## src/sv/yiqcd_pkg.sv

```systemverilog
// Shared types and constants for the YIQ pixel color delta block.
// No dependencies; used by yiqcd_blend and yiq_pixel_color_delta.
`default_nettype none

package yiqcd_pkg;

   typedef logic [7:0] chan_type;

   // Per-stage load enables handed to the alpha blend pipeline
   typedef struct packed {
      logic s0;
      logic s1;
      logic s2;
   } blend_en_type;

   localparam int N_STAGES    = 11;
   localparam int DELTA_W     = 25;
   localparam int REQ_TDATA_W = 64;
   localparam int RSP_TDATA_W = 32;
   localparam int CSH         = 16;

   // YIQ conversion, round(coef * 2^16); rows Y, I, Q; columns R, G, B.
   // Signs are applied in the adder stage.
   localparam logic [15:0] KYIQ [0:2][0:2] = '{
      '{16'd19588, 16'd38445, 16'd7503},
      '{16'd39058, 16'd17968, 16'd21090},
      '{16'd13859, 16'd34250, 16'd20391}
   };

   // Distance weights for dY^2, dI^2, dQ^2
   localparam logic [15:0] WGT [0:2] = '{16'd33115, 16'd19595, 16'd12825};

   localparam logic [63:0] DIST_MAX = 64'hFF_FFFF;

endpackage

`default_nettype wire

```

## src/sv/yiqcd_blend.sv

```systemverilog
// Three-stage pipeline that blends one 8-bit channel onto white by its alpha.
// Depends on yiqcd_pkg; instantiated by yiq_pixel_color_delta.
`default_nettype none

module yiqcd_blend
   import yiqcd_pkg::*;
#(
   parameter int FRAC_BITS = 8
) (
   input  logic                   clock,
   input  blend_en_type           en,
   input  chan_type               chan,
   input  chan_type               alpha,
   output logic [FRAC_BITS+7:0]   blended
);

   localparam int YW = FRAC_BITS + 9;
   localparam int K  = FRAC_BITS + 17;
   localparam int RW = FRAC_BITS + 10;
   localparam int PW = YW + RW;
   localparam logic [RW-1:0] RECIP = RW'(((64'd1 << K) + 64'd254) / 64'd255);

   logic [15:0]          mix_ff, mix_in;
   logic [7:0]           quo_ff, quo_in, quo2_ff;
   logic [YW-1:0]        rem_ff, rem_in;
   logic [FRAC_BITS-1:0] frac_ff, frac_in;
   logic [8:0]           fold;
   logic [7:0]           rem8;
   logic [PW-1:0]        rprod;

   // x = c*a + 255*(255-a)
   assign mix_in = 16'(chan) * 16'(alpha) + 16'(8'd255 - alpha) * 16'd255;

   // x / 255 via 2^8 = 1 (mod 255): hi + lo needs at most one correction
   always_comb begin
      fold = 9'(mix_ff[15:8]) + 9'(mix_ff[7:0]);
      if (fold >= 9'd255) begin
         quo_in = mix_ff[15:8] + 8'd1;
         rem8   = 8'(fold - 9'd255);
      end else begin
         quo_in = mix_ff[15:8];
         rem8   = fold[7:0];
      end
      rem_in = (YW'(rem8) << FRAC_BITS) + YW'(127);
   end

   // fraction = (r*2^F + 127) / 255 by reciprocal, exact over this range
   assign rprod   = PW'(rem_ff) * PW'(RECIP);
   assign frac_in = rprod[K+FRAC_BITS-1:K];

   always_ff @(posedge clock) begin
      if (en.s0) begin
         mix_ff <= mix_in;
      end
      if (en.s1) begin
         quo_ff <= quo_in;
         rem_ff <= rem_in;
      end
      if (en.s2) begin
         quo2_ff <= quo_ff;
         frac_ff <= frac_in;
      end
   end

   assign blended = {quo2_ff, frac_ff};

endmodule

`default_nettype wire

```

## config.mk

```make
export PLATFORM = sky130hd
export DESIGN_NAME = yiqcd_blend
export DESIGN_NICKNAME = d
export VERILOG_FILES = /design/src/sv/yiqcd_pkg.sv /design/src/sv/yiqcd_blend.sv
export SDC_FILE = /design/constraint.sdc
export NUM_CORES = 1
export LEC_CHECK = 0
export ABC_AREA = 1
export BUFFER_PORTS_ARGS = -buffer_cell sky130_fd_sc_hd__clkbuf_2
export CAP_MARGIN = 5
export CORE_UTILIZATION = 35
export DETAILED_ROUTE_END_ITERATION = 6
export PLACE_DENSITY = 0.6
export SYNTH_ARGS = -nofsm -noshare
export SYNTH_HDL_FRONTEND = slang
export SYNTH_SLANG_ARGS = --single-unit
```

## constraint.sdc

```tcl
create_clock -name clock -period 19.04 [get_ports clock]
set_input_delay 3.808 -clock clock [delete_from_list [all_inputs] [get_ports clock]]
set_output_delay 3.808 -clock clock [all_outputs]
set_load 0.01 [all_outputs]
```

==> run_results.csv <==
group,metric,value,unit
critical_path,critPathTopFamily,"adder cells",
placed_design,gp_congestion,0.8819,
drt,drc,6,
yosys,synth_compound_area_share,4.237,%
job,maxCapViolCount,0,
timing,post-route-period-util,44.94,%
yosys,syn_area,0.007884,mm^2
timing,relSlewSlack,64.68,%
critical_path,endpoint,"mix_ff[12]",
critical_path,crit_fanout,12,
die,initial_core_util,35.90,%
cts,cts_setup_buffers,0,
cts,postCtsHoldBufs,0,
critical_path,endpoint_kind,"flop",
timing,finClkSkew,0.003433,ns
cts,cts_buffers,5,
placed_design,dp_hpwl,12980,um
yosys,synth_top_family_by_area,"adder cells",
yosys,netlist_instances,937,
critical_path,critical_path.cell_chain,"clkbuf_2 -> nand2_1 -> fa_1 -> fa_1 -> inv_1 -> fa_1 -> fa_1 -> fa_1 -> inv_1 -> fa_1 -> inv_1 -> ha_1 -> nand2_1 -> inv_1 -> a21oi_1 -> o21ai_0 -> nand3_1 -> nand2_1 -> xor2_1",
global_routing,grt_pass1_vias,5613,
cts,clockRootBuffer,"clkbuf_16",
layout,nets,1203,
timing,rsz0062_at_grt,"false",
layout,area_growth,7.713,%
yosys,synth_xor_xnor_area_share,4.555,%
drt,via_per_inst,4.483,
layout,n_antenna_cell,0,
placed_design,portBuffers,35,
global_routing,track_usage,13.44,%
status,status,"complete, but fails checks",
yosys,syn_nets,1180,
yosys,synth_mux_area_share,0,%
critical_path,startpoint,"alpha[7]",
yosys,seq_area_frac_synth,18.28,%
yosys,synthSimpleGateAreaFrac,15.70,%
critical_path,crit_buf_inv,5,
global_routing,grt_max_degree,17,
die,num_io_pins,36,
critical_path,start_kind,"input port",
critical_path,critPathArrivalTime,8.59,ns
timing,drv_slew,0,
yosys,ys_ff_latch,48,
global_routing,antenna_found_initial,0,
cts,cts_resized,0,
drt,drtIter0Drc,180,
cts,cts_sinks,48,
yosys,syn_avg_cell_area,8.414,um^2
yosys,synthDistinctLibCells,35,
die,fp.coreArea,0.02196,mm^2
timing,fin_crit,8.557,ns
layout,drive_gt1_share,6.764,%
critical_path,ff2ff_path_depth,17,
yosys,yosys.area_share.adder,43.68,%
critical_path,critPathSlowestCell,"fa_1",
global_routing,overflow,0,
layout,final_cell_mix,"inv_1 (259), nand2_1 (181), ha_1 (136), fa_1 (87), edfxtp_1 (48)",
timing,setup_viol,0,
layout,fillCellCount,2207,
critical_path,cp.required,19.08,ns
die,fp.dieArea,0.02313,mm^2
timing,tightest_slew,0.5292,ns
cts,clkTransAtPathRegs,0.06,ns
status,violations,"design-rule violations",
hold_path,hp-class,"flop to flop",
critical_path,critical_path_class,"input port to flop",
die,die_h,152.1,um
die,num_rows,54,
global_routing,grt_pass1_wl,25960,um
critical_path,critical-path-max-stage-delay,0.54,ns
drt,routedWlPerCell,11.88,um
timing,final_hold_viol_count,0,
drt,antenna_left,0,
critical_path,reg2reg_to,"frac_ff[4]",
yosys,yosys_warnings,0,
die,die_w,152.1,um
critical_path,cp_common_cell,"fa_1",
timing,final.setup.tns,0,ns
drt,drt_wl_total,14740,um
cts,h-tree-depth,2,
layout,final_common_cell,"inv_1",
critical_path,reg2reg_from,"rem_ff[14]",
critical_path,reg2reg_slack,15.44,ns
drt,via_count,5564,
drt,firstDrtPassIters,7,
cts,clk_path_buf_depth,2,
critical_path,critical_path_depth,19,
cts,clk_latency,0.28,ns
timing,timing.fmax,0.1169,GHz
cts,cts_tree,"yes",
synthesized netlist by cell type:
cell type / n / share of area [%]
a21boi_0: 1 / 0.095
a21o_1: 10 / 0.95
a21oi_1: 26 / 1.7
a22oi_1: 1 / 0.095
and2_1: 1 / 0.079
buf_1: 1 / 0.048
buf_12: 1 / 0.25
buf_2: 1 / 0.063
clkbuf_1: 16 / 0.76
conb_1: 1 / 0.048
edfxtp_1: 48 / 18
fa_1: 87 / 22
ha_1: 136 / 22
inv_1: 259 / 12
inv_2: 1 / 0.048
nand2_1: 181 / 8.6
nand2_2: 14 / 1.1
nand2_4: 3 / 0.43
nand3_1: 47 / 3.0
nand3b_1: 1 / 0.095
nand4_1: 3 / 0.24
nor2_1: 26 / 1.2
nor2_2: 2 / 0.16
nor2_4: 1 / 0.14
nor3_1: 7 / 0.44
nor4_1: 1 / 0.079
o2111ai_1: 1 / 0.11
o211ai_1: 1 / 0.095
o21a_1: 1 / 0.095
o21ai_0: 12 / 0.76
o21bai_1: 3 / 0.29
o31ai_1: 1 / 0.095
or2_2: 1 / 0.079
xnor2_1: 14 / 1.6
xor2_1: 27 / 3.0
through the flow:
step                      instances  cell area (um^2)  hold slack [ns]  setup slack (ns)  util [%]
after global routing           1241              8492           0.4291             10.17     38.67
after CTS                      1241              8492           0.4221             10.48     38.67
after detailed placement       1233              8320           0.4066             10.18     37.89
after floorplan                 937              7884           0.4003             10.42         -
final                          1241              8492           0.4197             10.48     38.67
after global placement         1233              8320           0.4007             10.24     37.89
cell families (layout without fill, tap and decap cells):
| logic type | after synthesis | in the layout |
|---|---|---|
| fa+ha+maj | 223 | 223 |
| simple gates | 288 | 288 |
| buf+inv | 279 | 303 |
| other cells | 1 | 1 |
| compound gates | 57 | 57 |
| flops | 48 | 48 |
| xor+xnor | 41 | 41 |
worst min path at each step:
| stage | start | to | slack [ns] | depth (start not counted) |
|---|---|---|---|---|
| after floorplan | quo_ff[0] | quo2_ff[0] | 0.40 | 0 |
| final | quo_ff[0] | quo2_ff[0] | 0.42 | 0 |
| after global routing | quo_ff[5] | quo2_ff[5] | 0.43 | 0 |
| after global placement | quo_ff[4] | quo2_ff[4] | 0.40 | 0 |
| after CTS | quo_ff[4] | quo2_ff[4] | 0.42 | 0 |
| after detailed placement | quo_ff[0] | quo2_ff[0] | 0.41 | 0 |
area by class of cell:
type / count / area (um^2) / share of cell area, %
Clock buffer: 5 / 125.1 / 1.473
Inverter: 260 / 975.9 / 11.49
Timing Repair Buffer: 35 / 175.2 / 2.063
Multi-Input combinational cell: 610 / 5378 / 63.33
Sequential cell: 48 / 1441 / 16.97
Tap cell: 280 / 350.3 / 4.126
Clock inverter: 3 / 46.29 / 0.5452
worst reg2reg max path, stage by stage, from the launching register on:
cell,delay (ns)
edfxtp_1,0.44
inv_1,0.10
ha_1,0.29
inv_1,0.05
ha_1,0.27
inv_1,0.04
ha_1,0.26
inv_1,0.04
ha_1,0.31
ha_1,0.30
ha_1,0.33
nand2_1,0.15
nor2_1,0.06
nor2_1,0.15
nor3_1,0.06
o21ai_0,0.15
nand3_1,0.16
xor2_1,0.18
sequential cells by signal (all words and copies together) (netlist names):
register / count
frac_ff: 8
quo_ff: 8
mix_ff: 16
quo2_ff: 8
rem_ff: 8
routing by layer:
| layer | GRT usage, % | part of all wire [%] |
|---|---|---|
| met3 | 0.9127 | 2.0 |
| met1 | 18.57 | 50 |
| met2 | 23.52 | 47 |
| met4 | 1.895 | 0.47 |
| met5 | 0 | 0 |
Power is not shown: default switching activity piles up to over one toggle a cycle in this logic, so the estimate is an artifact.
